### src/sv/pal_pkg.sv
// ----------------------------------------------------------------------------
// pal_pkg - shared types and constants for the polyline area and length block
// Widths of the vertex path, the job that goes from the front end to the
// back end, and the saturating area accumulate.
// ----------------------------------------------------------------------------
`default_nettype none

package pal_pkg;

    // fixed configuration
    localparam int COORD_BITS       = 16;
    localparam int MAX_POINTS       = 1024;
    localparam int LENGTH_FRAC_BITS = 4;
    localparam int QUEUE_DEPTH      = 2;     // power of two

    // derived widths
    localparam int CNT_W     = 11;                       // point count port
    localparam int OP_W      = COORD_BITS + 1;           // sums and differences
    localparam int PROD_W    = 2 * OP_W;                 // one product
    localparam int ITERS     = OP_W + LENGTH_FRAC_BITS;  // root bits
    localparam int RAD_W     = 2 * ITERS;                // scaled radicand
    localparam int REM_W     = ITERS + 2;                // partial remainder
    localparam int ITER_W    = $clog2(ITERS);
    localparam int AREA_W    = 50;                       // twice the signed area
    localparam int AREA_OUT_W = 48;
    localparam int LEN_W     = 32;
    localparam int QPTR_W    = (QUEUE_DEPTH > 1) ? $clog2(QUEUE_DEPTH) : 1;
    localparam int QCNT_W    = $clog2(QUEUE_DEPTH + 1);

    // one classified vertex, ready for the arithmetic
    typedef struct packed {
        logic signed [OP_W-1:0] sx;     // x_prev + x
        logic signed [OP_W-1:0] dyn;    // y_prev - y
        logic signed [OP_W-1:0] dx;     // x - x_prev
        logic signed [OP_W-1:0] csx;    // x + x_first
        logic signed [OP_W-1:0] cdy;    // y - y_first
        logic                   seg;    // a segment ends at this vertex
        logic                   last;   // closes the path
        logic [CNT_W-1:0]       count;  // vertices so far, saturated
    } t_job;

    // add one product into the area sum, clamped to the signed range
    function automatic logic signed [AREA_W-1:0] area_add(
        input logic signed [AREA_W-1:0] acc,
        input logic signed [PROD_W-1:0] term
    );
        logic signed [AREA_W:0] s;
        s = {acc[AREA_W-1], acc} + {{(AREA_W + 1 - PROD_W){term[PROD_W-1]}}, term};
        if (s[AREA_W] != s[AREA_W-1]) begin
            area_add = s[AREA_W] ? {1'b1, {(AREA_W-1){1'b0}}} : {1'b0, {(AREA_W-1){1'b1}}};
        end else begin
            area_add = s[AREA_W-1:0];
        end
    endfunction

endpackage

`default_nettype wire

### src/sv/pal_front.sv
// ----------------------------------------------------------------------------
// pal_front - vertex front end
// Accepts vertex beats, tracks first and previous vertex and the point
// count, and turns each vertex into a job of sums and differences.
// ----------------------------------------------------------------------------
`default_nettype none

module pal_front
    import pal_pkg::*;
(
    input  wire logic                         i_clk,
    input  wire logic                         i_rst_n,
    input  wire logic                         i_valid,
    output      logic                         o_stall,
    input  wire logic signed [COORD_BITS-1:0] i_x,
    input  wire logic signed [COORD_BITS-1:0] i_y,
    input  wire logic                         i_last,
    input  wire logic                         i_q_full,
    output      logic                         o_push,
    output      t_job                         o_job
);

    logic signed [COORD_BITS-1:0] r_first_x, r_first_y, r_prev_x, r_prev_y;
    logic [CNT_W-1:0]             r_count;
    logic [CNT_W-1:0]             n_count;
    logic signed [OP_W-1:0]       x_e, y_e, px_e, py_e, fx_e, fy_e;
    logic                         first_pt;

    assign o_stall = i_q_full;
    assign o_push  = i_valid && !i_q_full;

    // classify the vertex
    always_comb begin
        first_pt = (r_count == '0);
        x_e  = {i_x[COORD_BITS-1], i_x};
        y_e  = {i_y[COORD_BITS-1], i_y};
        px_e = {r_prev_x[COORD_BITS-1], r_prev_x};
        py_e = {r_prev_y[COORD_BITS-1], r_prev_y};
        fx_e = first_pt ? x_e : {r_first_x[COORD_BITS-1], r_first_x};
        fy_e = first_pt ? y_e : {r_first_y[COORD_BITS-1], r_first_y};
        n_count = (r_count < CNT_W'(MAX_POINTS)) ? r_count + 1'b1 : r_count;

        o_job.sx    = px_e + x_e;
        o_job.dyn   = py_e - y_e;
        o_job.dx    = x_e - px_e;
        o_job.csx   = x_e + fx_e;
        o_job.cdy   = y_e - fy_e;
        o_job.seg   = !first_pt;
        o_job.last  = i_last;
        o_job.count = n_count;
    end

    // path state, cleared after the closing vertex
    always_ff @(posedge i_clk) begin
        if (!i_rst_n) begin
            r_first_x <= '0;
            r_first_y <= '0;
            r_prev_x  <= '0;
            r_prev_y  <= '0;
            r_count   <= '0;
        end else if (o_push) begin
            if (i_last) begin
                r_first_x <= '0;
                r_first_y <= '0;
                r_prev_x  <= '0;
                r_prev_y  <= '0;
                r_count   <= '0;
            end else begin
                if (first_pt) begin
                    r_first_x <= i_x;
                    r_first_y <= i_y;
                end
                r_prev_x <= i_x;
                r_prev_y <= i_y;
                r_count  <= n_count;
            end
        end
    end

endmodule

`default_nettype wire

### src/sv/pal_queue.sv
// ----------------------------------------------------------------------------
// pal_queue - job queue
// Short register queue that lets the front end keep taking vertices while
// the back end works on an earlier one.
// ----------------------------------------------------------------------------
`default_nettype none

module pal_queue
    import pal_pkg::*;
(
    input  wire logic i_clk,
    input  wire logic i_rst_n,
    input  wire logic i_push,
    input  wire t_job i_job,
    output      logic o_full,
    input  wire logic i_pop,
    output      logic o_valid,
    output      t_job o_job
);

    t_job              r_mem [QUEUE_DEPTH];
    logic [QPTR_W-1:0] r_wp, r_rp;
    logic [QCNT_W-1:0] r_cnt;
    logic              do_push, do_pop;

    assign o_full  = (r_cnt == QCNT_W'(QUEUE_DEPTH));
    assign o_valid = (r_cnt != '0);
    assign o_job   = r_mem[r_rp];
    assign do_push = i_push && !o_full;
    assign do_pop  = i_pop && o_valid;

    // storage
    always_ff @(posedge i_clk) begin
        if (do_push) begin
            r_mem[r_wp] <= i_job;
        end
    end

    // pointers and fill level
    always_ff @(posedge i_clk) begin
        if (!i_rst_n) begin
            r_wp  <= '0;
            r_rp  <= '0;
            r_cnt <= '0;
        end else begin
            if (do_push) begin
                r_wp <= r_wp + 1'b1;
            end
            if (do_pop) begin
                r_rp <= r_rp + 1'b1;
            end
            if (do_push && !do_pop) begin
                r_cnt <= r_cnt + 1'b1;
            end else if (do_pop && !do_push) begin
                r_cnt <= r_cnt - 1'b1;
            end
        end
    end

endmodule

`default_nettype wire

### src/sv/pal_back.sv
// ----------------------------------------------------------------------------
// pal_back - arithmetic back end
// Runs each job through one shared multiplier and a bit-serial square root,
// keeps the saturating area and length sums and holds the result register.
// ----------------------------------------------------------------------------
`default_nettype none

module pal_back
    import pal_pkg::*;
(
    input  wire logic                  i_clk,
    input  wire logic                  i_rst_n,
    input  wire logic                  i_q_valid,
    input  wire t_job                  i_q_job,
    output      logic                  o_pop,
    output      logic                  o_valid,
    input  wire logic                  i_stall,
    output      logic [AREA_OUT_W-1:0] o_area_q1,
    output      logic [LEN_W-1:0]      o_length_q4,
    output      logic [CNT_W-1:0]      o_point_count
);

    typedef enum logic [3:0] {
        S_IDLE, S_MUL_AREA, S_MUL_DX, S_MUL_DY, S_SUM_D2,
        S_ROOT, S_ACC_LEN, S_MUL_CLOSE, S_ACC_CLOSE, S_EMIT
    } t_state;

    t_state                    r_state;
    t_job                      r_job;
    logic signed [PROD_W-1:0]  r_prod;
    logic [PROD_W-1:0]         r_d2;
    logic [RAD_W-1:0]          r_rad;
    logic [REM_W-1:0]          r_rem;
    logic [ITERS-1:0]          r_root;
    logic [ITER_W-1:0]         r_iter;
    logic signed [AREA_W-1:0]  r_area;
    logic [LEN_W-1:0]          r_len;

    logic signed [OP_W-1:0]    mul_a, mul_b;
    logic signed [PROD_W-1:0]  prod;
    logic [PROD_W-1:0]         d2_sum;
    logic [REM_W-1:0]          rem_sh, trial, n_rem;
    logic [ITERS-1:0]          n_root;
    logic [LEN_W:0]            len_sum;
    logic [AREA_W-1:0]         area_mag;
    logic [AREA_OUT_W-1:0]     area_out;
    logic                      out_free;

    assign o_pop    = (r_state == S_IDLE) && i_q_valid;
    assign out_free = !o_valid || !i_stall;

    // shared multiplier operand select
    always_comb begin
        case (r_state)
            S_MUL_AREA: begin
                mul_a = r_job.sx;
                mul_b = r_job.dyn;
            end
            S_MUL_DX: begin
                mul_a = r_job.dx;
                mul_b = r_job.dx;
            end
            S_MUL_DY: begin
                mul_a = r_job.dyn;
                mul_b = r_job.dyn;
            end
            S_MUL_CLOSE: begin
                mul_a = r_job.csx;
                mul_b = r_job.cdy;
            end
            default: begin
                mul_a = '0;
                mul_b = '0;
            end
        endcase
        prod = mul_a * mul_b;
    end

    // one square root step, segment sum and result saturation
    always_comb begin
        d2_sum  = r_d2 + $unsigned(r_prod);
        rem_sh  = {r_rem[REM_W-3:0], r_rad[RAD_W-1 -: 2]};
        trial   = {r_root, 2'b01};
        if (rem_sh >= trial) begin
            n_rem  = rem_sh - trial;
            n_root = {r_root[ITERS-2:0], 1'b1};
        end else begin
            n_rem  = rem_sh;
            n_root = {r_root[ITERS-2:0], 1'b0};
        end
        len_sum  = {1'b0, r_len} + {{(LEN_W + 1 - ITERS){1'b0}}, r_root};
        area_mag = r_area[AREA_W-1] ? $unsigned(-r_area) : $unsigned(r_area);
        area_out = (|area_mag[AREA_W-1:AREA_OUT_W]) ? '1 : area_mag[AREA_OUT_W-1:0];
    end

    // sequencer, accumulators and result register
    always_ff @(posedge i_clk) begin
        if (!i_rst_n) begin
            r_state <= S_IDLE;
            r_area  <= '0;
            r_len   <= '0;
            o_valid <= 1'b0;
        end else begin
            r_prod <= prod;
            // result beat valid flag
            if ((r_state == S_EMIT) && out_free) begin
                o_valid <= 1'b1;
            end else if (!i_stall) begin
                o_valid <= 1'b0;
            end
            case (r_state)
                S_IDLE: begin
                    if (i_q_valid) begin
                        r_job <= i_q_job;
                        if (i_q_job.seg) begin
                            r_state <= S_MUL_AREA;
                        end else if (i_q_job.last) begin
                            r_state <= S_MUL_CLOSE;
                        end
                    end
                end
                S_MUL_AREA: begin
                    r_state <= S_MUL_DX;
                end
                S_MUL_DX: begin
                    r_area  <= area_add(r_area, r_prod);
                    r_state <= S_MUL_DY;
                end
                S_MUL_DY: begin
                    r_d2    <= $unsigned(r_prod);
                    r_state <= S_SUM_D2;
                end
                S_SUM_D2: begin
                    r_rad   <= RAD_W'(d2_sum) << (2 * LENGTH_FRAC_BITS);
                    r_rem   <= '0;
                    r_root  <= '0;
                    r_iter  <= ITER_W'(ITERS - 1);
                    r_state <= S_ROOT;
                end
                S_ROOT: begin
                    r_rad  <= r_rad << 2;
                    r_rem  <= n_rem;
                    r_root <= n_root;
                    r_iter <= r_iter - 1'b1;
                    if (r_iter == '0) begin
                        r_state <= S_ACC_LEN;
                    end
                end
                S_ACC_LEN: begin
                    r_len   <= len_sum[LEN_W] ? '1 : len_sum[LEN_W-1:0];
                    r_state <= r_job.last ? S_MUL_CLOSE : S_IDLE;
                end
                S_MUL_CLOSE: begin
                    r_state <= S_ACC_CLOSE;
                end
                S_ACC_CLOSE: begin
                    r_area  <= area_add(r_area, r_prod);
                    r_state <= S_EMIT;
                end
                S_EMIT: begin
                    if (out_free) begin
                        o_area_q1     <= area_out;
                        o_length_q4   <= r_len;
                        o_point_count <= r_job.count;
                        r_area        <= '0;
                        r_len         <= '0;
                        r_state       <= S_IDLE;
                    end
                end
                default: begin
                    r_state <= S_IDLE;
                end
            endcase
        end
    end

endmodule

`default_nettype wire

### src/sv/polyline_area_and_length.sv
// ----------------------------------------------------------------------------
// polyline_area_and_length - streaming shoelace area and polyline length
// Input channel: one vertex (x, y, last) per beat on i_valid / o_stall.
// Output channel: one beat per path (area, length, count) on o_valid / i_stall.
//
// A vertex with a preceding vertex makes three multiplier passes in the back end
// on a shared 17x17 multiplier, then a square root that produces one of its
// 21 result bits per cycle. The closing vertex adds the closing product and
// the result load.
// A two-entry job queue sits between the front end and the back end, so the
// front end takes vertices while the back end is busy; o_stall rises only
// when that queue is full.
// Reset clears the path state, both sums, the queue and the output register.
// When the receiver holds i_stall, the result stays in the output register
// and the back end waits before loading the next result; the queue then
// fills and o_stall rises.
// ----------------------------------------------------------------------------
`default_nettype none

module polyline_area_and_length
    import pal_pkg::*;
(
    input  wire logic                         i_clk,
    input  wire logic                         i_rst_n,
    input  wire logic                         i_valid,
    output      logic                         o_stall,
    input  wire logic signed [COORD_BITS-1:0] i_x,
    input  wire logic signed [COORD_BITS-1:0] i_y,
    input  wire logic                         i_last,
    output      logic                         o_valid,
    input  wire logic                         i_stall,
    output      logic [AREA_OUT_W-1:0]        o_area_q1,
    output      logic [LEN_W-1:0]             o_length_q4,
    output      logic [CNT_W-1:0]             o_point_count
);

    t_job push_job, pop_job;
    logic push, pop, q_full, q_valid;

    // vertex classification
    pal_front u_front (
        .i_clk    (i_clk),
        .i_rst_n  (i_rst_n),
        .i_valid  (i_valid),
        .o_stall  (o_stall),
        .i_x      (i_x),
        .i_y      (i_y),
        .i_last   (i_last),
        .i_q_full (q_full),
        .o_push   (push),
        .o_job    (push_job)
    );

    // decoupling queue
    pal_queue u_queue (
        .i_clk   (i_clk),
        .i_rst_n (i_rst_n),
        .i_push  (push),
        .i_job   (push_job),
        .o_full  (q_full),
        .i_pop   (pop),
        .o_valid (q_valid),
        .o_job   (pop_job)
    );

    // arithmetic and result register
    pal_back u_back (
        .i_clk         (i_clk),
        .i_rst_n       (i_rst_n),
        .i_q_valid     (q_valid),
        .i_q_job       (pop_job),
        .o_pop         (pop),
        .o_valid       (o_valid),
        .i_stall       (i_stall),
        .o_area_q1     (o_area_q1),
        .o_length_q4   (o_length_q4),
        .o_point_count (o_point_count)
    );

endmodule

`default_nettype wire

### config.mk
export PLATFORM = sky130hd
export DESIGN_NAME = polyline_area_and_length
export DESIGN_NICKNAME = d
export VERILOG_FILES = /design/src/sv/pal_pkg.sv /design/src/sv/pal_front.sv /design/src/sv/pal_queue.sv /design/src/sv/pal_back.sv /design/src/sv/polyline_area_and_length.sv
export SDC_FILE = /design/constraint.sdc
export NUM_CORES = 2
export LEC_CHECK = 0
export BUFFER_PORTS_ARGS = -buffer_cell sky130_fd_sc_hd__buf_2
export CAP_MARGIN = 30
export CELL_PAD_IN_SITES_DETAIL_PLACEMENT = 1
export CELL_PAD_IN_SITES_GLOBAL_PLACEMENT = 1
export CORE_ASPECT_RATIO = 0.6
export CORE_MARGIN = 3
export CORE_UTILIZATION = 45
export DETAILED_ROUTE_END_ITERATION = 6
export GPL_TIMING_DRIVEN = 1
export PLACE_DENSITY = 0.81
export RECOVER_POWER = 50
export SLEW_MARGIN = 20
export SYNTH_ARGS = -nofsm -noshare
export SYNTH_HDL_FRONTEND = slang
export SYNTH_SLANG_ARGS = --single-unit
### constraint.sdc
create_clock -name i_clk -period 21.8 [get_ports i_clk]
set_input_delay 3.27 -clock i_clk [delete_from_list [all_inputs] [get_ports i_clk]]
set_output_delay 3.27 -clock i_clk [all_outputs]
set_load 0.01 [all_outputs]
==> qor.yml <==
status: "complete, but fails checks"
violations: "capacitance limit, slew limit"
hpwl_mm: 106
postCtsHoldBufs: 0
drive_gt1_share_pct: 8.40
cp_slowest_stage_delay_ps: 1630
vias: 35700
wl_mm: 140
postSynthNetCount: 5261
clk_path_buf_depth: 3
drt_first_iter_violations: 3153
slew_headroom_pct: -153
grt_pass1_vias: 36800
cts_resized: 0
hp-class: "flop to flop"
syn_inst: 4623
fin_crit_sh_pct: 50.7
grt_antenna_before_repair: 7
critPathLaunchType: "flop"
ant_nets: 0
cts_buffers: 71
area_growth_pct: 9.60
rsz0062_at_grt: "no"
multi_input_area_sq_um: 25500
synth_area_leaders: "edfxtp_1, fa_1, ha_1"
yosys_warnings: 0
ys_ff_latch: 697
clock-sinks: 697
slew_violations: 726
clock.fmax_ghz: 0.0905
peakVddDrop_mv: 0.0675
fillers: 11400
p_total_mw: 6.31
fin_crit_ps: 11040
async_reset_ff_share_pct: 0
synth_seq_area_share_pct: 40.7
synth_edf_count: 530
clock_latency_ps: 680
die_w_microns: 425
synth_top_area_cell: "edfxtp_1"
synth_flop_cell: "edfxtp_1"
finalHoldViolations: 0
cts-root-buf: "clkbuf_16"
path_max_fanout: 52
routabilityCongestion: 0.912
synth_top_cell_area_share_pct: 33.7
die_h_microns: 257
r2r_start: "u_back.r_state[1]$_SDFFE_PN0P_"
cts_max_level: 3
io_buffers: 129
worst-path-buf-inv: 7
syn_avg_cell_area_sq_um: 10.2
grt_overflow: 0
maxCapViolCount: 18
hold_end: "u_back.o_point_count[4]$_DFFE_PP_"
reg2reg_to: "u_back.r_prod[31]$_DFFE_PP_"
crit_path_end_kind: "flop"
r2r_slack_ps: 10760
clkTransAtPathRegs_ps: 60
grt_pass1_wl_mm: 217
reg2regPathDepth: 27
dieArea_sq_um: 109000
drc_errors: 0
cp_data_arrival_time_ps: 11470
cp.depth: 27
via_per_inst: 5.79
cts_tree: "yes"
avgRoutedWirePerCell_microns: 22.7
setup-tns-final_ps: 0
p_leak_nw: 21.8
hold_start: "u_back.r_job[4]$_DFFE_PP_"
crit_type: "flop to flop"
first_pass_iters: 6
rows: 91
hold_depth: 0
num_io_pins: 130
start_util_pct: 45.7
ys_types: 81
setup_viol: 0
layout.nets: 5352
worst_pin_slew_ps: 3800
power.density_nw_per_um2: 122
skew_ps: 30.3
syn-cell-area_sq_um: 47300
post_cts_buffers: 0
cp_top_family: "adder cells"
design.core.area_sq_um: 103000
grt.total_usage_pct: 25.4
crit_required_ps: 22220
critPathSlowestCell: "clkbuf_1"
seqCellArea_sq_um: 19300
grt_max_degree: 81
cp_common_cell: "inv_1"
## flip-flops by register name, indices dropped and copies added, names as in the netlist, 2 cells and up, named ones only
register	cells
u_back.o_point_count	11
u_back.o_area_q1	48
u_front.r_prev_x	16
u_back.r_root	21
u_queue.r_cnt	2
u_back.r_area	50
u_front.r_prev_y	16
u_back.r_len	32
u_back.r_rad	34
u_front.r_first_x	16
u_back.r_d2	34
u_queue.r_mem	194
u_back.r_state	4
u_front.r_first_y	16
u_back.r_job	96
u_front.r_count	11
u_back.r_iter	5
u_back.r_prod	34
u_back.o_length_q4	32
u_back.r_rem	21
## per-stage QoR
stage / worst slack (ps) / area (sq um) / util [%] / std cells / hold WS [ps]
CTS: 12970 / 51900 / 50.2 / 6163 / 431
global route: 9840 / 51800 / 50.1 / 6167 / 438
global placement: 13230 / 49600 / 47.9 / 6031 / 403
finish: 10760 / 51800 / 50.1 / 6170 / 432
floorplan: 13400 / 47300 / - / 4623 / 400
detailed placement: 12990 / 49600 / 48.0 / 6033 / 405
## Yosys cell counts, types with 19 or more instances
library cell  count
nor2_1          556
edfxtp_1        530
inv_1           487
nand2_1         360
fa_1            304
ha_1            297
a21oi_1         277
o21ai_0         185
dfxtp_1         167
clkbuf_1        164
xnor2_1         150
mux2_2          111
nor3_1          108
xor2_1          102
a21o_1           72
nand2b_1         60
nand3_1          58
a22oi_1          44
nor2b_1          44
a31oi_1          38
and3_1           36
mux2i_1          35
o21bai_1         31
o31ai_1          31
o21a_1           28
nand4_1          25
a221o_1          21
a211oi_1         19
o41ai_1          19
or3_1            19
## report_power, final
group / internal (mW) / switching, mW
clock network: 0.667 / 0.581
registers: 1.79 / 0.179
logic: 1.13 / 1.96
total: 3.59 / 2.72
## kinds of logic (layout without fill, tap and decap cells)
logic type,Yosys count,in the layout,synth area share [%]
multiplexers,146,146,3.38
AO/OA/AOI/OAI,909,909,12.4
flip-flops,697,697,40.7
adder cells (fa/ha/maj),601,601,20.7
other,0,4,0
XOR/XNOR,252,252,4.67
buffers and inverters,670,818,5.37
AND/OR/NAND/NOR,1348,1348,12.7
## layout make-up
type                       count  area share, %
antenna                        4         0.0193
clock buffer                  87           3.64
clock inverter                43          0.825
inverter                     488           3.54
multi-input combinational   3256           49.3
sequential                   697           37.2
tap                         1395           3.37
timing repair buffer         200           2.20
## layer usage
layer | up-vias | part of all wire [%] | GRT usage [%]
met5 | - | 0 | 0
met4 | 0 | 1.6 | 5.24
met3 | 162 | 7.9 | 5.67
met2 | 1098 | 43 | 37.5
met1 | 18200 | 47 | 38.2
li1 | 16200 | - | -
## worst max-delay path by stage
stage	from	slack (ps)	end
after floorplan	i_rst_n	13400	u_back.r_job[0]$_DFFE_PP_
after global placement	u_back.r_state[1]$_SDFFE_PN0P_	13230	u_back.r_prod[31]$_DFFE_PP_
after detailed placement	u_back.r_state[1]$_SDFFE_PN0P_	12990	u_back.r_prod[30]$_DFFE_PP_
after CTS	u_back.r_state[1]$_SDFFE_PN0P_	12970	u_back.r_prod[30]$_DFFE_PP_
after global routing	u_back.r_state[1]$_SDFFE_PN0P_	9840	u_back.r_prod[31]$_DFFE_PP_
final	u_back.r_state[1]$_SDFFE_PN0P_	10760	u_back.r_prod[31]$_DFFE_PP_
## placed cells by master (no fill, tap or decap), types with 31 or more instances in the layout
master / n
nor2_1: 552
dfxtp_1: 167
o21bai_1: 31
nand2b_1: 60
buf_2: 123
a22oi_1: 44
edfxtp_1: 530
clkbuf_1: 35
nand3_1: 58
clkbuf_16: 72
xor2_1: 102
mux2i_1: 35
nor3_1: 105
fa_1: 304
buf_4: 52
ha_1: 297
xnor2_1: 149
o31ai_1: 31
and3_1: 36
inv_1: 487
a31oi_1: 38
nand2_1: 359
mux2_2: 74
a21o_1: 72
nor2b_1: 44
mux2_1: 37
o21ai_0: 185
a21oi_1: 276
Power figures use the tool's default switching activity.
